## src/hdl/i2cts_pkg.sv

```systemverilog
// Shared types and constants for the I2C transaction slave model.
// No dependencies; used by i2cts_engine and the top level.
package i2cts_pkg;

    // Bus event codes carried on s_tuser
    localparam logic [2:0] FN_START   = 3'd0;
    localparam logic [2:0] FN_RESTART = 3'd1;
    localparam logic [2:0] FN_STOP    = 3'd2;
    localparam logic [2:0] FN_ADDRESS = 3'd3;
    localparam logic [2:0] FN_WRITE   = 3'd4;
    localparam logic [2:0] FN_READ    = 3'd5;

    // Configuration register indexes
    localparam int unsigned CFG_IDX_W = 2;
    localparam logic [CFG_IDX_W-1:0] CFG_SLAVE_ADDR   = 2'd0;
    localparam logic [CFG_IDX_W-1:0] CFG_READ_BYTE    = 2'd1;
    localparam logic [CFG_IDX_W-1:0] CFG_STORED_DFLT  = 2'd2;
    localparam int unsigned CFG_DATA_W = 8;

    // Stream widths
    localparam int unsigned FUNC_W     = 3;
    localparam int unsigned S_TDATA_W  = 24;
    localparam int unsigned CNT_OUT_W  = 32;
    localparam int unsigned M_TDATA_W  = 216;
    localparam int unsigned M_USED_W   = 18 + 6 * CNT_OUT_W;

    // One registered bus event
    typedef struct packed {
        logic [FUNC_W-1:0] func;
        logic [7:0]        target_address;
        logic              read_not_write;
        logic [7:0]        write_data;
        logic              master_nack;
    } event_t;

    // Result of one event, counters already cut to the output width
    typedef struct packed {
        logic                 accepted;
        logic                 slave_nack;
        logic [7:0]           rd_byte;
        logic [7:0]           held_byte;
        logic [CNT_OUT_W-1:0] starts;
        logic [CNT_OUT_W-1:0] restarts;
        logic [CNT_OUT_W-1:0] stops;
        logic [CNT_OUT_W-1:0] acks;
        logic [CNT_OUT_W-1:0] nacks;
        logic [CNT_OUT_W-1:0] bytes;
    } result_t;

endpackage

```

## src/hdl/i2cts_engine.sv

```systemverilog
// Transaction state, legality checks and event counters of the slave model.
// Depends on i2cts_pkg; instantiated by i2c_transaction_slave_model_core.
module i2cts_engine #(
    parameter int COUNTER_WIDTH = 32
) (
    input  logic                clk,
    input  logic                rst_n,
    input  logic                step,
    input  i2cts_pkg::event_t   ev,
    input  logic [6:0]          slave_address,
    input  logic [7:0]          slave_read_byte,
    input  logic                rx_load,
    input  logic [7:0]          rx_load_data,
    output i2cts_pkg::result_t  rslt
);

    localparam int CW = COUNTER_WIDTH;
    localparam int OW = i2cts_pkg::CNT_OUT_W;

    logic          bus_active_reg, bus_active_next;
    logic          matched_reg, matched_next;
    logic [6:0]    target_reg, target_next;
    logic          is_read_reg, is_read_next;
    logic [7:0]    rx_byte_reg, rx_byte_next;
    logic [CW-1:0] start_cnt_reg, start_cnt_next;
    logic [CW-1:0] restart_cnt_reg, restart_cnt_next;
    logic [CW-1:0] stop_cnt_reg, stop_cnt_next;
    logic [CW-1:0] ack_cnt_reg, ack_cnt_next;
    logic [CW-1:0] nack_cnt_reg, nack_cnt_next;
    logic [CW-1:0] byte_cnt_reg, byte_cnt_next;

    logic          ok;
    logic          snack;
    logic [7:0]    rdata;
    logic          data_phase_ok;

    // Data phases need a live, matched transaction still pointing at us
    assign data_phase_ok = bus_active_reg && matched_reg && (target_reg == slave_address);

    // Event decode and next state
    always_comb
    begin
        bus_active_next  = bus_active_reg;
        matched_next     = matched_reg;
        target_next      = target_reg;
        is_read_next     = is_read_reg;
        rx_byte_next     = rx_byte_reg;
        start_cnt_next   = start_cnt_reg;
        restart_cnt_next = restart_cnt_reg;
        stop_cnt_next    = stop_cnt_reg;
        ack_cnt_next     = ack_cnt_reg;
        nack_cnt_next    = nack_cnt_reg;
        byte_cnt_next    = byte_cnt_reg;
        ok               = 1'b0;
        snack            = 1'b0;
        rdata            = 8'd0;

        if (step)
        begin
            unique case (ev.func)
                i2cts_pkg::FN_START:
                begin
                    if (!bus_active_reg)
                    begin
                        bus_active_next = 1'b1;
                        matched_next    = 1'b0;
                        target_next     = 7'd0;
                        is_read_next    = 1'b0;
                        start_cnt_next  = start_cnt_reg + CW'(1);
                        ok              = 1'b1;
                    end
                end
                i2cts_pkg::FN_RESTART:
                begin
                    if (bus_active_reg)
                    begin
                        matched_next     = 1'b0;
                        target_next      = 7'd0;
                        is_read_next     = 1'b0;
                        restart_cnt_next = restart_cnt_reg + CW'(1);
                        ok               = 1'b1;
                    end
                end
                i2cts_pkg::FN_STOP:
                begin
                    if (bus_active_reg)
                    begin
                        bus_active_next = 1'b0;
                        matched_next    = 1'b0;
                        target_next     = 7'd0;
                        is_read_next    = 1'b0;
                        stop_cnt_next   = stop_cnt_reg + CW'(1);
                        ok              = 1'b1;
                    end
                end
                i2cts_pkg::FN_ADDRESS:
                begin
                    // 8-bit addresses beyond the 7-bit space are refused
                    if (bus_active_reg && !ev.target_address[7])
                    begin
                        byte_cnt_next = byte_cnt_reg + CW'(1);
                        target_next   = ev.target_address[6:0];
                        is_read_next  = ev.read_not_write;
                        if (ev.target_address[6:0] == slave_address)
                        begin
                            matched_next = 1'b1;
                            ack_cnt_next = ack_cnt_reg + CW'(1);
                        end
                        else
                        begin
                            matched_next  = 1'b0;
                            nack_cnt_next = nack_cnt_reg + CW'(1);
                            snack         = 1'b1;
                        end
                        ok = 1'b1;
                    end
                end
                i2cts_pkg::FN_WRITE:
                begin
                    if (data_phase_ok && !is_read_reg)
                    begin
                        rx_byte_next  = ev.write_data;
                        byte_cnt_next = byte_cnt_reg + CW'(1);
                        ack_cnt_next  = ack_cnt_reg + CW'(1);
                        ok            = 1'b1;
                    end
                end
                i2cts_pkg::FN_READ:
                begin
                    if (data_phase_ok && is_read_reg)
                    begin
                        rdata         = slave_read_byte;
                        byte_cnt_next = byte_cnt_reg + CW'(1);
                        if (ev.master_nack)
                            nack_cnt_next = nack_cnt_reg + CW'(1);
                        else
                            ack_cnt_next = ack_cnt_reg + CW'(1);
                        ok = 1'b1;
                    end
                end
                default:
                begin
                    // unused codes are rejected
                end
            endcase
        end
    end

    // State registers
    always_ff @(posedge clk or negedge rst_n)
    begin
        if (!rst_n)
        begin
            bus_active_reg  <= 1'b0;
            matched_reg     <= 1'b0;
            target_reg      <= 7'd0;
            is_read_reg     <= 1'b0;
            rx_byte_reg     <= 8'd0;
            start_cnt_reg   <= '0;
            restart_cnt_reg <= '0;
            stop_cnt_reg    <= '0;
            ack_cnt_reg     <= '0;
            nack_cnt_reg    <= '0;
            byte_cnt_reg    <= '0;
        end
        else
        begin
            bus_active_reg  <= bus_active_next;
            matched_reg     <= matched_next;
            target_reg      <= target_next;
            is_read_reg     <= is_read_next;
            rx_byte_reg     <= rx_load ? rx_load_data : rx_byte_next;
            start_cnt_reg   <= start_cnt_next;
            restart_cnt_reg <= restart_cnt_next;
            stop_cnt_reg    <= stop_cnt_next;
            ack_cnt_reg     <= ack_cnt_next;
            nack_cnt_reg    <= nack_cnt_next;
            byte_cnt_reg    <= byte_cnt_next;
        end
    end

    // Result reports the state after the event
    always_comb
    begin
        rslt.accepted    = ok;
        rslt.slave_nack  = snack;
        rslt.rd_byte     = rdata;
        rslt.held_byte   = rx_byte_next;
        rslt.starts      = OW'(start_cnt_next);
        rslt.restarts    = OW'(restart_cnt_next);
        rslt.stops       = OW'(stop_cnt_next);
        rslt.acks        = OW'(ack_cnt_next);
        rslt.nacks       = OW'(nack_cnt_next);
        rslt.bytes       = OW'(byte_cnt_next);
    end

endmodule

```

## src/hdl/i2c_transaction_slave_model_core.sv

```systemverilog
// Top level of the I2C transaction slave model: stream ports, config registers,
// input and result registers. Depends on i2cts_pkg and i2cts_engine.
//
//  Channel   Direction  Transfer condition       Contents
//  s_*       in         s_tvalid & s_tready      one bus event (func on s_tuser)
//  m_*       out        m_tvalid & m_tready      one result per event
//  cfg_*     in         cfg_wr_en                register write, no read-back
//
// One event per clock while m_tready stays high; each event passes through the
// input register and then the result register before it appears on m_*.
// rst_n clears the transaction state, all counters and both valid flags.
// A stall on m_tready holds the result; s_tready drops only when both the
// input and result registers are full.
module i2c_transaction_slave_model_core #(
    parameter int COUNTER_WIDTH = 32
) (
    input  logic                                 clk,
    input  logic                                 rst_n,
    // event input
    input  logic                                 s_tvalid,
    output logic                                 s_tready,
    // [7:0] target_address, [8] read_not_write, [16:9] write_data,
    // [17] master_nack, [23:18] zero
    input  logic [i2cts_pkg::S_TDATA_W-1:0]      s_tdata,
    // [2:0] func
    input  logic [i2cts_pkg::FUNC_W-1:0]         s_tuser,
    // result output
    output logic                                 m_tvalid,
    input  logic                                 m_tready,
    // [0] accepted, [1] slave_nack, [9:2] byte read, [17:10] last byte received,
    // [49:18] starts_seen, [81:50] restarts_seen, [113:82] stops_seen,
    // [145:114] acks_seen, [177:146] nacks_seen, [209:178] bytes_seen,
    // [215:210] zero
    output logic [i2cts_pkg::M_TDATA_W-1:0]      m_tdata,
    // configuration write port
    input  logic                                 cfg_wr_en,
    input  logic [i2cts_pkg::CFG_IDX_W-1:0]      cfg_index,
    input  logic [i2cts_pkg::CFG_DATA_W-1:0]     cfg_data
);

    logic                 in_valid_reg;
    i2cts_pkg::event_t    ev_reg;
    logic                 out_valid_reg;
    i2cts_pkg::result_t   out_reg;
    logic [6:0]           slave_addr_reg;
    logic [7:0]           read_byte_reg;
    logic                 advance;
    logic                 step;
    logic                 rx_load;
    i2cts_pkg::result_t   rslt;

    // Handshake: result register frees when empty or being taken
    assign advance  = !out_valid_reg || m_tready;
    assign step     = in_valid_reg && advance;
    assign s_tready = !in_valid_reg || advance;

    // Configuration registers
    assign rx_load = cfg_wr_en && (cfg_index == i2cts_pkg::CFG_STORED_DFLT);

    always_ff @(posedge clk or negedge rst_n)
    begin
        if (!rst_n)
        begin
            slave_addr_reg <= 7'd0;
            read_byte_reg  <= 8'd0;
        end
        else if (cfg_wr_en)
        begin
            unique case (cfg_index)
                i2cts_pkg::CFG_SLAVE_ADDR: slave_addr_reg <= cfg_data[6:0];
                i2cts_pkg::CFG_READ_BYTE:  read_byte_reg  <= cfg_data;
                default:
                begin
                    // stored byte default goes straight into the engine
                end
            endcase
        end
    end

    // Input register
    always_ff @(posedge clk or negedge rst_n)
    begin
        if (!rst_n)
            in_valid_reg <= 1'b0;
        else if (s_tvalid && s_tready)
            in_valid_reg <= 1'b1;
        else if (advance)
            in_valid_reg <= 1'b0;
    end

    always_ff @(posedge clk)
    begin
        if (s_tvalid && s_tready)
        begin
            ev_reg.func           <= s_tuser;
            ev_reg.target_address <= s_tdata[7:0];
            ev_reg.read_not_write <= s_tdata[8];
            ev_reg.write_data     <= s_tdata[16:9];
            ev_reg.master_nack    <= s_tdata[17];
        end
    end

    // Transaction engine
    i2cts_engine #(
        .COUNTER_WIDTH (COUNTER_WIDTH)
    ) u_engine (
        .clk             (clk),
        .rst_n           (rst_n),
        .step            (step),
        .ev              (ev_reg),
        .slave_address   (slave_addr_reg),
        .slave_read_byte (read_byte_reg),
        .rx_load         (rx_load),
        .rx_load_data    (cfg_data),
        .rslt            (rslt)
    );

    // Result register
    always_ff @(posedge clk or negedge rst_n)
    begin
        if (!rst_n)
            out_valid_reg <= 1'b0;
        else if (advance)
            out_valid_reg <= in_valid_reg;
    end

    always_ff @(posedge clk)
    begin
        if (step)
            out_reg <= rslt;
    end

    assign m_tvalid = out_valid_reg;
    assign m_tdata  = {
        {(i2cts_pkg::M_TDATA_W - i2cts_pkg::M_USED_W){1'b0}},
        out_reg.bytes,
        out_reg.nacks,
        out_reg.acks,
        out_reg.stops,
        out_reg.restarts,
        out_reg.starts,
        out_reg.held_byte,
        out_reg.rd_byte,
        out_reg.slave_nack,
        out_reg.accepted
    };

    // A stepped event always lands in the result register
    assert property (@(posedge clk) disable iff (!rst_n) step |=> m_tvalid)
        else $error("stepped event did not produce a result");

    // Input back-pressure only arises from a stalled, full result stage
    assert property (@(posedge clk) disable iff (!rst_n)
        !s_tready |-> (in_valid_reg && m_tvalid && !m_tready))
        else $error("input stalled without output back-pressure");

    // A rejected event reports no slave response and no read data
    assert property (@(posedge clk) disable iff (!rst_n)
        (step && !rslt.accepted) |-> (!rslt.slave_nack && rslt.rd_byte == 8'd0))
        else $error("rejected event carries response fields");

endmodule

```

## config.mk

```make
export PLATFORM = sky130hd
export DESIGN_NAME = i2c_transaction_slave_model_core
export DESIGN_NICKNAME = d
export VERILOG_FILES = /design/src/hdl/i2cts_pkg.sv /design/src/hdl/i2cts_engine.sv /design/src/hdl/i2c_transaction_slave_model_core.sv
export SDC_FILE = /design/constraint.sdc
export NUM_CORES = 1
export LEC_CHECK = 0
export BUFFER_PORTS_ARGS = -buffer_cell sky130_fd_sc_hd__buf_2
export CAP_MARGIN = 10
export CORE_UTILIZATION = 52
export DETAILED_ROUTE_END_ITERATION = 7
export GPL_ROUTABILITY_DRIVEN = 0
export HOLD_SLACK_MARGIN = 0.08
export MAX_ROUTING_LAYER = met4
export PLACE_DENSITY = 0.78
export SLEW_MARGIN = 10
export SYNTH_ARGS = -nofsm -noshare
export SYNTH_HDL_FRONTEND = slang
export SYNTH_SLANG_ARGS = --single-unit
```

## constraint.sdc

```tcl
create_clock -name clk -period 5.07 [get_ports clk]
set_clock_uncertainty 0.05 [all_clocks]
set_input_delay 1.014 -clock clk [delete_from_list [all_inputs] [get_ports clk]]
set_output_delay 1.014 -clock clk [all_outputs]
set_load 0.01 [all_outputs]
```

# Yosys cells after proc, flatten, opt, wreduce, memory -nomap -nowiden
# Index checks and enable logic that the tools add are counted.
op_classes:
  n_bitwise: 0
  n_lt_le_gt_ge: 0
  n_eq_ne: 12
  reduce_logical: 26
  n_div: 0
  mux: 52
  n_shift: 0
  mul: 0
  n_addsub: 6
op_table:
  columns: ["op", "n"]
  rows:
  - ["2-to-1 mux 32 bit", 24]
  - ["adder 32 x 1 -> 32 bit, second input constant", 6]
  - ["case mux 32 bit (3 select lines)", 2]
  - ["case mux 32 bit (2 select lines)", 1]
  - ["2-to-1 mux 8 bit", 4]
  - ["2-to-1 mux 7 bit", 3]
  - ["case mux 7 bit (3 select lines)", 1]
  - ["equality test 7 bit", 2]
  - ["2-to-1 mux 1 bit", 13]
  - ["AND reduction 2 bit", 5]
  - ["logical AND 1 bit", 8]
  - ["equality test 3 x 2 -> 1 bit, second input constant", 2]
  - ["equality test 3 bit, second input constant", 2]
  - ["case mux 1 bit (3 select lines)", 2]
  - ["case mux 1 bit (5 select lines)", 1]
  - ["AND reduction 5 bit", 1]
  - ["zero test 1 bit", 4]
  - ["!= test 2 x 1 -> 1 bit, second input constant", 2]
  - ["nonzero test 2 bit", 2]
  - ["equality test 3 x 1 -> 1 bit, second input constant", 1]
  - ["zero test 3 bit", 1]
  - ["nonzero test 3 bit", 1]
  - ["equality test 2 x 1 -> 1 bit, second input constant", 1]
  - ["equality test 2 bit, second input constant", 1]
  - ["other kinds (5)", 6]
totals:
  mem_count: 0
  out_inout_bits: 218
  latch_bits: 0
  reg_bits: 458
  rom_bits: 0
  ramBits: 0

# Longest topological paths before layout
logic_depth:
  depth_word: 7
  ltp_mapped: 9
  mapped_depth_nobuf: 7

# Modules after synthesis
# A second synthesis with hierarchy kept.
unflattened:
  cells_unflattened: 1211
  area_unflattened_um2: 17724.5
by_module_without_submodules:
  columns: ["mod", "cells_each", "area_per_inst_um2", "n_inst"]
  rows:
  - ["i2cts_engine", 931, 10068.4, 1]
  - ["i2c_transaction_slave_model_core", 280, 7656.1, 1]

# Worst setup path after synthesis
# OpenSTA, ideal clock, no wires.
synth_timing:
  path_type: "input to register"
  from: "input port m_tready"
  to: "register out_reg (netlist bit m_tdata[181]), data pin"
  required_time_ps: 4815
  stages: 6
  path_slack_ps: -419
  arrival_ps: 5234
  setup_time_ps: 205
  path_cell_list: "nand2b_1 > nand2_1 > inv_1 > buf_2 > o21ai_1 > o31ai_1"
synth_rtl:
  columns: ["element", "line", "rtl"]
  rows:
  - ["from (decl)", "i2c_transaction_slave_model_core.sv:29", "input logic m_tready,"]
  - ["to (signal assigned)", "i2c_transaction_slave_model_core.sv:130", "out_reg <= rslt;"]
  - ["to (decl)", "i2c_transaction_slave_model_core.sv:44", "i2cts_pkg::result_t out_reg;"]

==> results.yml <==
timing:
  drv_slew: 0
  final.setup.tns_ns: 0
  unrepaired_setup_endpoints_after_global_routing: "no"
  setup-violations-final: 0
  post-route-min-period_ns: 3.49
  final_hold_viol_count: 0
  fmaxAchievable_ghz: 0.287
  slew_headroom_pct: 21.0
  layout_worst_path_cycle_share_pct: 68.8
  worstMarginPinSlew_ns: 1.18
cts:
  cts_tree: "built"
  post_cts.resized_instances: 0
  cts_inserted_buffers: 46
  clk_transition_reported_paths_ns: 0.06
  setup_fix_bufs_post_cts: 0
  worst_skew_pair.late_latency_ns: 0.57
  holdBufCountCts: 0
  cts_max_level: 2
  clk_root_buffer_cell: "sky130_fd_sc_hd__clkbuf_16"
  cts_buffer_depth: 3
  clock-sinks: 458
die:
  die_y_um: 189
  floorplan.die.width_um: 189
  design.die.area_um2: 35900
  std_cell_rows: 68
  pin_count: 260
  initial_standard_cell_utilization_of_the_core_pct: 52.9
  floorplan_core_area_um2: 34500
synth:
  synth.ff_latch_count: 458
  post_synth_instance_area_um2: 18300
  netlist-cell-type-count: 69
  ys_top_cells_by_area: "sky130_fd_sc_hd__edfxtp_1, sky130_fd_sc_hd__dfrtp_1, sky130_fd_sc_hd__xnor2_1"
  synth-edff-count: 231
  post_synthesis_cell_count: 1362
  ys_async_sr_fraction_pct: 49.6
  number_of_warnings_issued_by_yosys: 0
  synth_top_area_share_pct: 38.0
  seq_area_frac_synth_pct: 69.1
  synth.largest_area_cell: "sky130_fd_sc_hd__edfxtp_1"
  postSynthAreaPerCell_um2: 13.4
  synth_ff_type: "sky130_fd_sc_hd__edfxtp_1"
critical_path:
  crit-reg2reg-launch: "ev_reg[18]"
  critPathLaunchType: "flop"
  timing.critical_path.to_type: "flop"
  path_class: "reg2reg"
  timing.critical_path.from: "ev_reg[18]"
  worst_r2r_path_depth: 7
  critPathArrivalTime_ns: 3.73
  timing.reg2reg.setup_slack_ns: 1.58
  reg2reg_to: "m_tdata[143]"
  crit_fanout: 18
  required_ns: 5.32
  timing.critical_path.to: "m_tdata[143]"
placement:
  detailedPlacementHpwl_um: 26000
  io_buffers: 247
  dpl_cell_area_um2: 20000
power_and_ir_drop:
  vdd.ir_drop.worst_mv: 0.289
  power.share.combinational_pct: 7.4
  total_switching_power_w: 0.00195
  cellPowerDensity_nw_per_um2: 388
  p_total_w: 0.00836
  seq_power_share_pct: 52.2
  power.static_leakage_nw: 8.94
  internal-power_w: 0.00642
  clkPwrFrac_pct: 40.4
  power.switching_fraction_pct: 23.3
layout:
  drive_above_1_share_pct: 22.6
  post-route-cell-area_um2: 21500
  n_fill_cell: 2605
  nets: 1678
  area_delta_synth_final_pct: 17.8
  final_core_utilization_pct: 62.3
  largest_register_ff_count: 210
route:
  drt_first_pass_iters: 5
  via_count: 12098
  drt-vias-per-instance: 5.69
  route.detailed.wl_per_inst_um: 18.5
  drt-initial-drc-count: 879
  drc: 0
  wirelength_um: 39300
  detail-route-antenna-nets: 0
grt:
  overflow: 0
  grt_util_all_layers_pct: 22.8
  maximum_number_of_pins_on_one_net_before_global_route_repair: 106
  first_global_vias: 11911
  antenna_violations_before_repair: 5
  grt_first_pass_wirelength_um: 62400
outcome:
  run_status: "complete, no violations"
flow_run:
  maxCapViolations: 0
worst_hold_path:
  min_path_type: "in2async"
## through the flow
step,setup WS [ns],hold WS (ns),instances
floorplan,0.963,0.382,1367
global placement,1.41,0.400,2037
detailed placement,1.34,0.404,2037
CTS,1.63,0.402,2122
global route,1.30,0.400,2127
finish,1.58,0.351,2127
## placed cells by master (no fill, tap or decap), types with 6 or more instances in the layout
cell,n
sky130_fd_sc_hd__and4_1,17
sky130_fd_sc_hd__buf_4,9
sky130_fd_sc_hd__a21oi_1,36
sky130_fd_sc_hd__nor4_1,7
sky130_fd_sc_hd__clkbuf_16,46
sky130_fd_sc_hd__nand3_1,77
sky130_fd_sc_hd__nand3b_1,8
sky130_fd_sc_hd__and2_1,18
sky130_fd_sc_hd__nand4_1,45
sky130_fd_sc_hd__nor2_1,67
sky130_fd_sc_hd__o31ai_1,40
sky130_fd_sc_hd__nor2b_1,8
sky130_fd_sc_hd__ha_1,6
sky130_fd_sc_hd__clkbuf_1,15
sky130_fd_sc_hd__mux2_1,8
sky130_fd_sc_hd__and3_1,41
sky130_fd_sc_hd__buf_2,246
sky130_fd_sc_hd__conb_1,6
sky130_fd_sc_hd__xnor2_1,90
sky130_fd_sc_hd__edfxtp_1,231
sky130_fd_sc_hd__o21ai_0,67
sky130_fd_sc_hd__or2_2,7
sky130_fd_sc_hd__mux2_2,26
sky130_fd_sc_hd__xor2_1,34
sky130_fd_sc_hd__a41oi_1,6
sky130_fd_sc_hd__nor3_1,23
sky130_fd_sc_hd__a31oi_1,23
sky130_fd_sc_hd__nand2_1,112
sky130_fd_sc_hd__dfrtp_1,227
sky130_fd_sc_hd__o21ai_1,17
sky130_fd_sc_hd__clkinv_2,6
sky130_fd_sc_hd__inv_1,13
sky130_fd_sc_hd__nand2b_1,8
## cells by family (layout without fill, tap and decap cells)
kind of cell             Yosys count  in the layout  synth area share, %
multiplexers                      34             34                 2.10
AO/OA/AOI/OAI                    218            218                 7.49
flip-flops                       458            458                 69.1
adder cells (fa/ha/maj)            6              6                0.411
other                              1             11               0.0205
AND/OR/NAND/NOR                  465            465                 13.6
XOR/XNOR                         124            124                 5.94
buffers and inverters             56            356                 1.40
## power groups by stage
stage	combinational (W)	sequential (W)	clock (W)
after floorplan	0.000289	0.00446	0
after global placement	0.000611	0.00442	0
after detailed placement	0.000631	0.00443	0
after CTS	0.000633	0.00436	0.00345
after global routing	0.000690	0.00439	0.00359
final	0.000623	0.00436	0.00337
## critical path: stages, from the launching register on
cell	delay (ns)
sky130_fd_sc_hd__edfxtp_1	0.67
sky130_fd_sc_hd__and3b_1	0.67
sky130_fd_sc_hd__nand2_1	0.34
sky130_fd_sc_hd__nor3_1	0.29
sky130_fd_sc_hd__o21ai_1	0.43
sky130_fd_sc_hd__buf_4	0.36
sky130_fd_sc_hd__o31ai_1	0.24
sky130_fd_sc_hd__o31ai_1	0.14
## how the worst min path moves through the flow
| stage | depth (start not counted) | endpoint | slack (ns) |
|---|---|---|---|
| floorplan | 1 | u_engine.ack_cnt_reg[31] | 0.38 |
| global placement | 1 | u_engine.start_cnt_reg[31] | 0.40 |
| detailed placement | 1 | u_engine.start_cnt_reg[31] | 0.40 |
| CTS | 1 | u_engine.restart_cnt_reg[25] | 0.40 |
| global route | 1 | u_engine.restart_cnt_reg[25] | 0.40 |
| finish | 1 | u_engine.restart_cnt_reg[21] | 0.35 |
## synth_stat cells, drive strengths merged, types with 2 or more instances
| master | number |
|---|---|
| edfxtp | 231 |
| dfrtp | 227 |
| nand2 | 113 |
| xnor2 | 90 |
| o21ai | 85 |
| nand3 | 79 |
| nor2 | 69 |
| nand4 | 45 |
| and3 | 41 |
| o31ai | 40 |
| a21oi | 37 |
| mux2 | 34 |
| xor2 | 34 |
| nor3 | 25 |
| clkbuf | 24 |
| a31oi | 23 |
| and2 | 19 |
| buf | 18 |
| and4 | 17 |
| inv | 14 |
| nor4 | 10 |
| nand2b | 8 |
| nand3b | 8 |
| nor2b | 8 |
| or2 | 7 |
| a41oi | 6 |
| ha | 6 |
| or4 | 5 |
| a21boi | 3 |
| a21o | 3 |
| nor3b | 3 |
| o21a | 3 |
| a22o | 2 |
| a31o | 2 |
| and3b | 2 |
| o22ai | 2 |
| o41ai | 2 |
| or3 | 2 |
## cell type report
cell class / instances / area [µm²] / area share [%]
clock buffers: 66 / 1280 / 5.93
flip-flops and latches: 458 / 12600 / 58.6
well taps: 455 / 569 / 2.64
repair buffers: 257 / 1330 / 6.20
clock inverters: 19 / 238 / 1.10
diodes: 5 / 12.5 / 0.0581
inverters: 14 / 60.1 / 0.279
multi-input cells: 853 / 5420 / 25.2
## routing by layer
metal | share of wire (%) | global-route usage (%) | wire (µm)
met4 | 1.7 | 5.61 | 658
met5 | 0 | - | 0
met3 | 7.3 | 5.60 | 2860
met1 | 42 | 29.4 | 16700
met2 | 49 | 36.5 | 19100
Note: power is estimated with default switching activity, not from simulation.
